<file path="config.mk">
export PLATFORM = sky130hd
export DESIGN_NAME = roman_numeral_encoder
export DESIGN_NICKNAME = d
export VERILOG_FILES = /design/src/rtl/rne_pkg.sv /design/src/rtl/rne_datapath.sv /design/src/rtl/rne_sequencer.sv /design/src/rtl/roman_numeral_encoder.sv
export SDC_FILE = /design/constraint.sdc
export NUM_CORES = 1
export LEC_CHECK = 0
export BUFFER_PORTS_ARGS = -buffer_cell sky130_fd_sc_hd__buf_2
export CORE_ASPECT_RATIO = 0.6
export CORE_MARGIN = 4
export CORE_UTILIZATION = 45
export CTS_BUF_LIST = sky130_fd_sc_hd__clkbuf_4
export DETAILED_ROUTE_END_ITERATION = 16
export PLACE_DENSITY = 0.71
export SYNTH_ARGS = -nofsm -noshare
export SYNTH_HDL_FRONTEND = slang
export SYNTH_SLANG_ARGS = --single-unit
</file>
<file path="constraint.sdc">
create_clock -name clk_i -period 9.76 [get_ports clk_i]
set_clock_uncertainty 0.1 [all_clocks]
set_input_delay 1.952 -clock clk_i [delete_from_list [all_inputs] [get_ports clk_i]]
set_output_delay 1.952 -clock clk_i [all_outputs]
set_load 0.01 [all_outputs]
</file>
<file path="src/rtl/rne_pkg.sv">
// ----------------------------------------------------------------------------
// rne_pkg
// shared constants, control word layout and the microcode table of the
// roman numeral encoder
// ----------------------------------------------------------------------------
`default_nettype none

package rne_pkg;

  localparam int DefValueBits = 12;
  localparam int MaxChars     = 15;
  localparam int TableLen     = 13;
  localparam int StepBits     = 4;
  localparam int CntBits      = 4;
  localparam int WeightBits   = 10;

  localparam logic [7:0] ChI = 8'h49;
  localparam logic [7:0] ChV = 8'h56;
  localparam logic [7:0] ChX = 8'h58;
  localparam logic [7:0] ChL = 8'h4C;
  localparam logic [7:0] ChC = 8'h43;
  localparam logic [7:0] ChD = 8'h44;
  localparam logic [7:0] ChM = 8'h4D;
  localparam logic [7:0] ChNone = 8'h00;

  // one control word per program step
  typedef struct packed {
    logic [WeightBits-1:0] weight;
    logic [7:0]            glyph0;
    logic [7:0]            glyph1;
    logic                  pair;
  } uword_t;

  // sequencer to datapath
  typedef struct packed {
    logic                  load;
    logic                  sub;
    logic [WeightBits-1:0] weight;
    logic                  emit;
    logic [7:0]            symbol;
    logic                  last;
    logic                  empty;
  } ctrl_t;

  // datapath to sequencer
  typedef struct packed {
    logic                in_zero;
    logic                rest_n_zero;
    logic [StepBits-1:0] next_step;
  } stat_t;

  function automatic uword_t ucode(input logic [StepBits-1:0] step);
    uword_t w;
    unique case (step)
      4'd0:    w = '{weight: 10'd1000, glyph0: ChM, glyph1: ChNone, pair: 1'b0};
      4'd1:    w = '{weight: 10'd900,  glyph0: ChC, glyph1: ChM,    pair: 1'b1};
      4'd2:    w = '{weight: 10'd500,  glyph0: ChD, glyph1: ChNone, pair: 1'b0};
      4'd3:    w = '{weight: 10'd400,  glyph0: ChC, glyph1: ChD,    pair: 1'b1};
      4'd4:    w = '{weight: 10'd100,  glyph0: ChC, glyph1: ChNone, pair: 1'b0};
      4'd5:    w = '{weight: 10'd90,   glyph0: ChX, glyph1: ChC,    pair: 1'b1};
      4'd6:    w = '{weight: 10'd50,   glyph0: ChL, glyph1: ChNone, pair: 1'b0};
      4'd7:    w = '{weight: 10'd40,   glyph0: ChX, glyph1: ChL,    pair: 1'b1};
      4'd8:    w = '{weight: 10'd10,   glyph0: ChX, glyph1: ChNone, pair: 1'b0};
      4'd9:    w = '{weight: 10'd9,    glyph0: ChI, glyph1: ChX,    pair: 1'b1};
      4'd10:   w = '{weight: 10'd5,    glyph0: ChV, glyph1: ChNone, pair: 1'b0};
      4'd11:   w = '{weight: 10'd4,    glyph0: ChI, glyph1: ChV,    pair: 1'b1};
      default: w = '{weight: 10'd1,    glyph0: ChI, glyph1: ChNone, pair: 1'b0};
    endcase
    return w;
  endfunction

endpackage

`default_nettype wire

</file>
<file path="src/rtl/rne_datapath.sv">
// ----------------------------------------------------------------------------
// rne_datapath
// remainder register, weight subtractor, next-step search and the
// registered result ports
// ----------------------------------------------------------------------------
`default_nettype none

module rne_datapath import rne_pkg::*; #(
  parameter int VALUE_BITS = DefValueBits
) (
  input  wire logic                  clk_i,
  input  wire logic                  rst_ni,
  input  wire logic [VALUE_BITS-1:0] value_i,
  input  wire ctrl_t                 ctrl_i,
  output      stat_t                 stat_o,
  output      logic                  valid_o,
  output      logic [7:0]            symbol_o,
  output      logic                  last_o,
  output      logic                  empty_res_o
);

  logic [VALUE_BITS-1:0] rest_q, rest_d;
  logic [VALUE_BITS-1:0] rest_n;
  logic [VALUE_BITS-1:0] src;
  logic [StepBits-1:0]   next_step;
  uword_t                probe;
  logic                  valid_q;
  logic [7:0]            symbol_q;
  logic                  last_q;
  logic                  empty_q;

  assign rest_n = rest_q - VALUE_BITS'(ctrl_i.weight);
  assign src    = ctrl_i.load ? value_i : rest_n;

  // conditional jump target: first table entry that still fits
  always_comb begin
    next_step = StepBits'(TableLen - 1);
    probe     = ucode(StepBits'(TableLen - 1));
    for (int i = TableLen - 1; i >= 0; i--) begin
      probe = ucode(StepBits'(i));
      if (src >= VALUE_BITS'(probe.weight)) begin
        next_step = StepBits'(i);
      end
    end
  end

  always_comb begin
    rest_d = rest_q;
    if (ctrl_i.load) begin
      rest_d = value_i;
    end else if (ctrl_i.sub) begin
      rest_d = rest_n;
    end
  end

  assign stat_o = '{in_zero:     (value_i == '0),
                    rest_n_zero: (rest_n == '0),
                    next_step:   next_step};

  always_ff @(posedge clk_i) begin
    rest_q <= rest_d;
    if (ctrl_i.emit) begin
      symbol_q <= ctrl_i.symbol;
      last_q   <= ctrl_i.last;
      empty_q  <= ctrl_i.empty;
    end
  end

  always_ff @(posedge clk_i or negedge rst_ni) begin
    if (!rst_ni) begin
      valid_q <= 1'b0;
    end else begin
      valid_q <= ctrl_i.emit;
    end
  end

  assign valid_o     = valid_q;
  assign symbol_o    = symbol_q;
  assign last_o      = last_q;
  assign empty_res_o = empty_q;

endmodule

`default_nettype wire

</file>
<file path="src/rtl/rne_sequencer.sv">
// ----------------------------------------------------------------------------
// rne_sequencer
// step counter over the microcode table, pair phase and character count
// ----------------------------------------------------------------------------
`default_nettype none

module rne_sequencer import rne_pkg::*; (
  input  wire logic  clk_i,
  input  wire logic  rst_ni,
  input  wire logic  start,
  input  wire stat_t stat_i,
  output      ctrl_t ctrl_o,
  output      logic  busy
);

  typedef enum logic [1:0] {
    ST_IDLE = 2'b01,
    ST_EMIT = 2'b10
  } state_e;

  state_e              state_q, state_d;
  logic [StepBits-1:0] step_q, step_d;
  logic                phase_q, phase_d;
  logic [CntBits-1:0]  count_q, count_d;
  uword_t              uw;
  logic                end_entry;

  assign uw        = ucode(step_q);
  assign end_entry = !uw.pair || phase_q;

  always_comb begin
    state_d = state_q;
    step_d  = step_q;
    phase_d = phase_q;
    count_d = count_q;
    ctrl_o  = '{load: 1'b0, sub: 1'b0, weight: uw.weight, emit: 1'b0,
                symbol: ChNone, last: 1'b0, empty: 1'b0};
    unique case (state_q)
      ST_IDLE: begin
        if (start) begin
          ctrl_o.load = 1'b1;
          if (stat_i.in_zero) begin
            ctrl_o.emit  = 1'b1;
            ctrl_o.last  = 1'b1;
            ctrl_o.empty = 1'b1;
          end else begin
            state_d = ST_EMIT;
            step_d  = stat_i.next_step;
            phase_d = 1'b0;
            count_d = '0;
          end
        end
      end
      ST_EMIT: begin
        ctrl_o.emit   = 1'b1;
        ctrl_o.symbol = phase_q ? uw.glyph1 : uw.glyph0;
        ctrl_o.sub    = end_entry;
        // numeral done, or cut at the character limit
        ctrl_o.last   = (end_entry && stat_i.rest_n_zero) ||
                        (count_q == CntBits'(MaxChars - 1));
        count_d = count_q + 1'b1;
        if (ctrl_o.last) begin
          state_d = ST_IDLE;
        end else if (end_entry) begin
          step_d  = stat_i.next_step;
          phase_d = 1'b0;
        end else begin
          phase_d = 1'b1;
        end
      end
      default: begin
        state_d = ST_IDLE;
      end
    endcase
  end

  always_ff @(posedge clk_i or negedge rst_ni) begin
    if (!rst_ni) begin
      state_q <= ST_IDLE;
      step_q  <= '0;
      phase_q <= 1'b0;
      count_q <= '0;
    end else begin
      state_q <= state_d;
      step_q  <= step_d;
      phase_q <= phase_d;
      count_q <= count_d;
    end
  end

  assign busy = (state_q == ST_EMIT);

endmodule

`default_nettype wire

</file>
<file path="src/rtl/roman_numeral_encoder.sv">
// ----------------------------------------------------------------------------
// roman_numeral_encoder
// renders an unsigned binary value as a run of roman numeral characters
// ----------------------------------------------------------------------------
// A request is taken at a rising edge with start high and busy low; value_i
// is sampled there. The numeral then leaves one ASCII character per cycle
// on symbol_o, marked by valid_o for exactly one cycle, with last_o on the
// final character. Values of 4000 and up get extra leading M characters;
// output is cut after 15 characters, the fifteenth carrying last_o.
// A zero value gives a single result with empty_res_o and last_o set and
// symbol_o at zero in the cycle after the request, and busy stays low.
// For a nonzero value the sequencer first enters its emit state and the
// result registers then capture each character; busy is high while
// characters are produced. The pace is set by the microcoded sequencer,
// which emits one character per step and jumps to the next fitting table
// entry in the same step.
// The receiver cannot stall: every result is valid for one cycle only.
// Reset clears the sequencer and the result strobe; no request is pending
// after reset.
// ----------------------------------------------------------------------------
`default_nettype none

module roman_numeral_encoder import rne_pkg::*; #(
  parameter int VALUE_BITS = DefValueBits
) (
  input  wire logic                  clk_i,
  input  wire logic                  rst_ni,
  input  wire logic                  start,
  output      logic                  busy,
  input  wire logic [VALUE_BITS-1:0] value_i,
  output      logic                  valid_o,
  output      logic [7:0]            symbol_o,
  output      logic                  last_o,
  output      logic                  empty_res_o
);

  ctrl_t ctrl;
  stat_t stat;

  rne_sequencer u_seq (
    .clk_i  (clk_i),
    .rst_ni (rst_ni),
    .start  (start),
    .stat_i (stat),
    .ctrl_o (ctrl),
    .busy   (busy)
  );

  rne_datapath #(
    .VALUE_BITS (VALUE_BITS)
  ) u_dp (
    .clk_i       (clk_i),
    .rst_ni      (rst_ni),
    .value_i     (value_i),
    .ctrl_i      (ctrl),
    .stat_o      (stat),
    .valid_o     (valid_o),
    .symbol_o    (symbol_o),
    .last_o      (last_o),
    .empty_res_o (empty_res_o)
  );

endmodule

`default_nettype wire

</file>
Yosys cells after proc, flatten, opt, wreduce, memory -nomap -nowiden. Memories as Yosys holds them, arrays and structs flattened. Index checks and enable logic that the tools add are counted.

Flip-flop bits (word level): 34. ROM bits: 352. Logic and storage cells: 87. Memories kept: 1.

Memories: (name not given) (depth 16, bits a word 22, rd ports 1, clocked after memory_dff 0, wr ports 0, RTL line rne_pkg.sv:54) `unique case (step)`.

Add/subtract/negate cells: 2. Order comparisons: 12. Equality and inequality tests: 8. Mux-type cells: 42. Reductions and logical operators: 13.

Operators by type and width (count): 4-bit two-way mux (17); 12-bit two-way mux (3); 12-bit by 10-bit greater-or-equal comparator with 1-bit output, second input constant (2); 12-bit by 3-bit greater-or-equal comparator with 1-bit output, second input constant (2); 12-bit by 4-bit greater-or-equal comparator with 1-bit output, second input constant (2); 12-bit by 6-bit greater-or-equal comparator with 1-bit output, second input constant (2); 12-bit by 7-bit greater-or-equal comparator with 1-bit output, second input constant (2); 12-bit by 9-bit greater-or-equal comparator with 1-bit output, second input constant (2); 12-bit zero test (2); 4-bit one-hot mux with 2 select lines (2); 12-bit by 10-bit subtractor with 12-bit output (1); 2-bit two-way mux (5); 1-bit two-way mux (9); 8-bit two-way mux (1); 2-bit inequality test, second input constant (3); 1-bit one-hot mux with 2 select lines (3); 3-bit AND reduction (2); 5-bit AND reduction (1); 4-bit by 1-bit adder with 4-bit output, second input constant (1); 4-bit == test, second input constant (1); 2-bit by 1-bit inequality test with 1-bit output, second input constant (2); 2-bit one-hot mux with 2 select lines (1); 4-bit AND reduction (1); 2-bit nonzero test (2); other kinds (7) (8).

Depth between registers and ports, before layout.
Depth after elaboration: 19. Mapped depth: 17.

Cells and area by module. A second synthesis with hierarchy kept.

Cells, all modules: 337. Area, all modules: 3124.2 um^2.

By module, submodules not included: rne_datapath (times used 1, cells each 201, area each 2008.2 um^2, seq. area each 685.7 um^2); rne_sequencer (times used 1, cells each 136, area each 1116.1 um^2, seq. area each 276.5 um^2).

Worst setup path before layout. No wires, ideal clock.

Path type: flip-flop to flip-flop. From: register u_seq.step_q[0]. To: register u_seq.step_q[0]. Arrival time: 3.673 ns. Data required time: 9.535 ns. Setup slack: 5.862 ns. Stages on the path, launching flop included: 16. Buffers on the path: 1. Clock period less this slack: 3.898 ns. Path through: dfrtp_1 > buf_6 > inv_1 > ha_1 > o21a_1 > ha_1 > inv_1 > fa_1 > a211oi_2 > o31ai_2 > o311ai_1 > o311ai_1 > or4_4 > a32oi_4 > mux2i_1 > a21oi_2.

Cells in the longest elaborated chain, start to end: 19.

RTL lines: start, declared (RTL line rne_sequencer.sv:22) `logic [StepBits-1:0] step_q, step_d;`; start signal, assigned (RTL line rne_sequencer.sv:85) `step_q <= step_d;`; memory read 16 x 22 bit *; 12-bit by 10-bit subtractor with 12-bit output (RTL line rne_datapath.sv:32) `assign rest_n = rest_q - VALUE_BITS'(ctrl_i.weight);`; 12-bit two-way mux (RTL line rne_datapath.sv:33) `assign src = ctrl_i.load ? value_i : rest_n;`; 12-bit by 3-bit greater-or-equal comparator with 1-bit output (RTL line rne_datapath.sv:41) `if (src >= VALUE_BITS'(probe.weight)) begin`; 3-bit two-way mux (RTL line rne_datapath.sv:41); 4-bit two-way mux (11 in a row) (RTL line rne_datapath.sv:41); 4-bit two-way mux, on equally long branches (RTL line rne_sequencer.sv:64, rne_sequencer.sv:42); 4-bit two-way mux, on equally long branches (RTL line rne_sequencer.sv:62, rne_sequencer.sv:40); 4-bit one-hot mux with 2 select lines (RTL line rne_sequencer.sv:38) `unique case (state_q)`.

Mark *: on every way between the ends. The rest lies on a longest branch, timed or not. The select of a mux whose other input is x is not followed. A chain may end at the register's enable or synchronous reset.

Worst setup path in the final report.
From: register u_seq.step_q[2]. To: register u_seq.step_q[0].

The elaborated chain is that of the path after synthesis.

==> flow_metrics.env <==
export IMPL_maxCapViolCount=0
export IMPL_hp_class="register to register"
export IMPL_grt_ovfl_total=0
export IMPL_die_w_um=110
export IMPL_cts_buffers=5
export IMPL_relSlewSlack_pct=34.9
export IMPL_ant_nets=0
export IMPL_end_kind="register"
export IMPL_cts_resized=0
export IMPL_critical_path_max_stage_delay_ns=0.69
export IMPL_diodes=0
export IMPL_drcViolationCount=0
export IMPL_antenna_found_initial=0
export IMPL_clk_latency_ns=0.34
export IMPL_clockBufferDepth=2
export IMPL_hold_viol_final=0
export IMPL_setup_tns_ns=0
export IMPL_place_area_sq_um=2960
export IMPL_finalCritPeriodShare_pct=48.1
export IMPL_period_minus_slack_ns=4.70
export IMPL_yosys_warnings=0
export IMPL_fmax_mhz=213
export IMPL_core_sq_um=5810
export IMPL_dr_pass1_iters=5
export IMPL_gp_congestion=0.993
export IMPL_start_kind="register"
export IMPL_synth_cell_types=72
export IMPL_grt_pass1_vias=2406
export IMPL_synth_top_area_share_pct=21.4
export IMPL_grt_max_degree=20
export IMPL_ys_flop_type="edfxtp_1"
export IMPL_dieArea_sq_um=7610
export IMPL_post_cts_buffers=0
export IMPL_synth_area_top_cells="edfxtp_1, dfrtp_1, ha_1, nand2_1, nor2_1"
export IMPL_ctsHoldBuffers=0
export IMPL_wire_per_inst_um=17.0
export IMPL_synth_most_common_cell="nand2_1"
export IMPL_async_reset_ff_share_pct=37.5
export IMPL_start_util_pct=48.4
export IMPL_clkTransAtPathRegs_ns=0.10
export IMPL_fin_nets=377
export IMPL_cpMaxStageDelayCell="dfrtp_1"
export IMPL_grt_pass1_wl_um=11800
export IMPL_ys_seq_area_share_pct=32.1
export IMPL_top_level_ports=27
export IMPL_drt_iter0_drc=236
export IMPL_h_tree_depth=2
export IMPL_synth_area_leader_cell="edfxtp_1"
export IMPL_outcome="finished clean"
export IMPL_routed_wirelength_um=7170
export IMPL_syn_area_per_cell_sq_um=8.72
export IMPL_syn_area_sq_um=2810
export IMPL_detailed_place_hpwl_um=5820
export IMPL_rsz0062_at_grt="false"
export IMPL_syn_inst=322
export IMPL_path_common_cell="o311ai_1"
export IMPL_grt_use_total_pct=19.9
export IMPL_cp_arrival_ns=4.82
export IMPL_setup_viol=0
export IMPL_clock_root_buffer="clkbuf_4"
export IMPL_worst_slew_pin_slew_ns=0.966
export IMPL_path_cells="inv_1 > nor2_1 > a22oi_1 > fa_1 > a211oi_2 > o31ai_2 > o311ai_1 > o311ai_1 > or4_4 > a32oi_4 > mux2i_1 > a21oi_2"
export IMPL_portBuffers=24
export IMPL_drive_above_1_share_pct=16.4
export IMPL_cts_tree="yes"
export IMPL_slew_viol_final=0
export IMPL_synth_ff_latch_count=32
export IMPL_synth_edff_count=20
export IMPL_worstPathRequired_ns=9.88
export IMPL_vias=2558
export IMPL_die_y_um=69.2
export IMPL_critPathBufInv=1
export IMPL_postLayoutCellArea_sq_um=3020
export IMPL_fp_row_count=21
export IMPL_crit_fanout=16
export IMPL_ys_top_cells_by_count="nand2_1, nor2_1, a21oi_1, edfxtp_1, ha_1"
export IMPL_syn2layout_area_growth_pct=7.35
export IMPL_viasPerCell=6.06
export IMPL_criticalPathCategory="register to register"
export IMPL_cpLargestDelayFamily="compound AO/OA/AOI/OAI gates"
export IMPL_clock_sinks=32
-- layout by cell type, fill, tap and decap left out, types with 5 or more instances in the layout --
| cell | synthesis | layout |
|---|---|---|
| ha_1 | 20 | 20 |
| buf_2 | 4 | 24 |
| clkbuf_4 | 0 | 5 |
| edfxtp_1 | 20 | 20 |
| nor3_1 | 6 | 6 |
| o21ai_0 | 17 | 17 |
| nor2_1 | 32 | 32 |
| dfrtp_1 | 11 | 11 |
| inv_1 | 17 | 17 |
| a21oi_1 | 23 | 23 |
| or3_1 | 5 | 5 |
| o21ai_1 | 5 | 5 |
| or2_2 | 5 | 5 |
| mux2i_1 | 9 | 9 |
| nand3_1 | 6 | 6 |
| nand2_1 | 35 | 35 |
| o21a_1 | 5 | 5 |
| a21o_1 | 5 | 5 |
-- tightest hold or removal path, cell delays in order (launching register included) --
cell,delay (ns)
dfstp_2,0.39
nand2_1,0.04
o21ai_0,0.07
-- state kept, by name (all words and copies together) (netlist names) --
signal            flops
u_dp.empty_res_o      1
u_dp.rest_q          12
u_seq.phase_q         1
u_seq.step_q          4
u_dp.valid_o          1
u_dp.symbol_o         6
u_seq.state_q         2
u_seq.count_q         4
u_dp.last_o           1
-- per-layer routing --
layer,routed length [um],vias up,track usage (%)
met2,2810,101,25.9
li1,-,1240,-
met5,0,-,0
met1,3390,1201,30.1
met3,824,16,6.98
met4,145,0,6.78
-- final timing paths --
path	start	end	slack (ns)	cells after the start
max	u_seq.step_q[2]	u_seq.step_q[0]	5.06	12
min	u_seq.state_q[0]	u_seq.state_q[0]	0.41	2
min in group asynchronous	rst_ni	u_seq.step_q[3]	1.37	1
max reg2reg	u_seq.step_q[2]	u_seq.step_q[0]	5.06	12
min reg2reg	u_seq.state_q[0]	u_seq.state_q[0]	0.41	2
max in group asynchronous	rst_ni	u_seq.state_q[0]	7.92	1
-- stage by stage --
step	setup slack [ns]	std cells	hold WS, ns	util [%]
2_1_floorplan	5.86	323	0.369	-
3_5_place_dp	5.16	414	0.404	51.0
3_3_place_gp	5.44	414	0.378	51.0
5_1_grt	4.77	422	0.483	51.9
6_report	5.06	422	0.410	51.9
4_1_cts	5.12	422	0.420	51.9
-- cells by family after synthesis --
logic type      after synthesis  share of synthesized area (%)
other cells                   1                          0.134
flops                        32                           32.1
compound gates              102                           26.5
xor+xnor                      5                           1.56
buf+inv                      33                           5.26
simple gates                116                           20.4
mux                          12                           4.41
fa+ha+maj                    21                           9.62
-- cell type report --
cell class | instances | area (sq um)
fill | 558 | 2790
multi-input combinational | 258 | 1760
sequential | 32 | 902
timing repair buffer | 25 | 128
tap | 80 | 100
inverter | 19 | 71.3
clock buffer | 5 | 37.5
clock inverter | 3 | 13.8
Power is left out: the tool's default activity adds up to more than one toggle a clock period on the data nets, which glitch-free logic cannot reach.
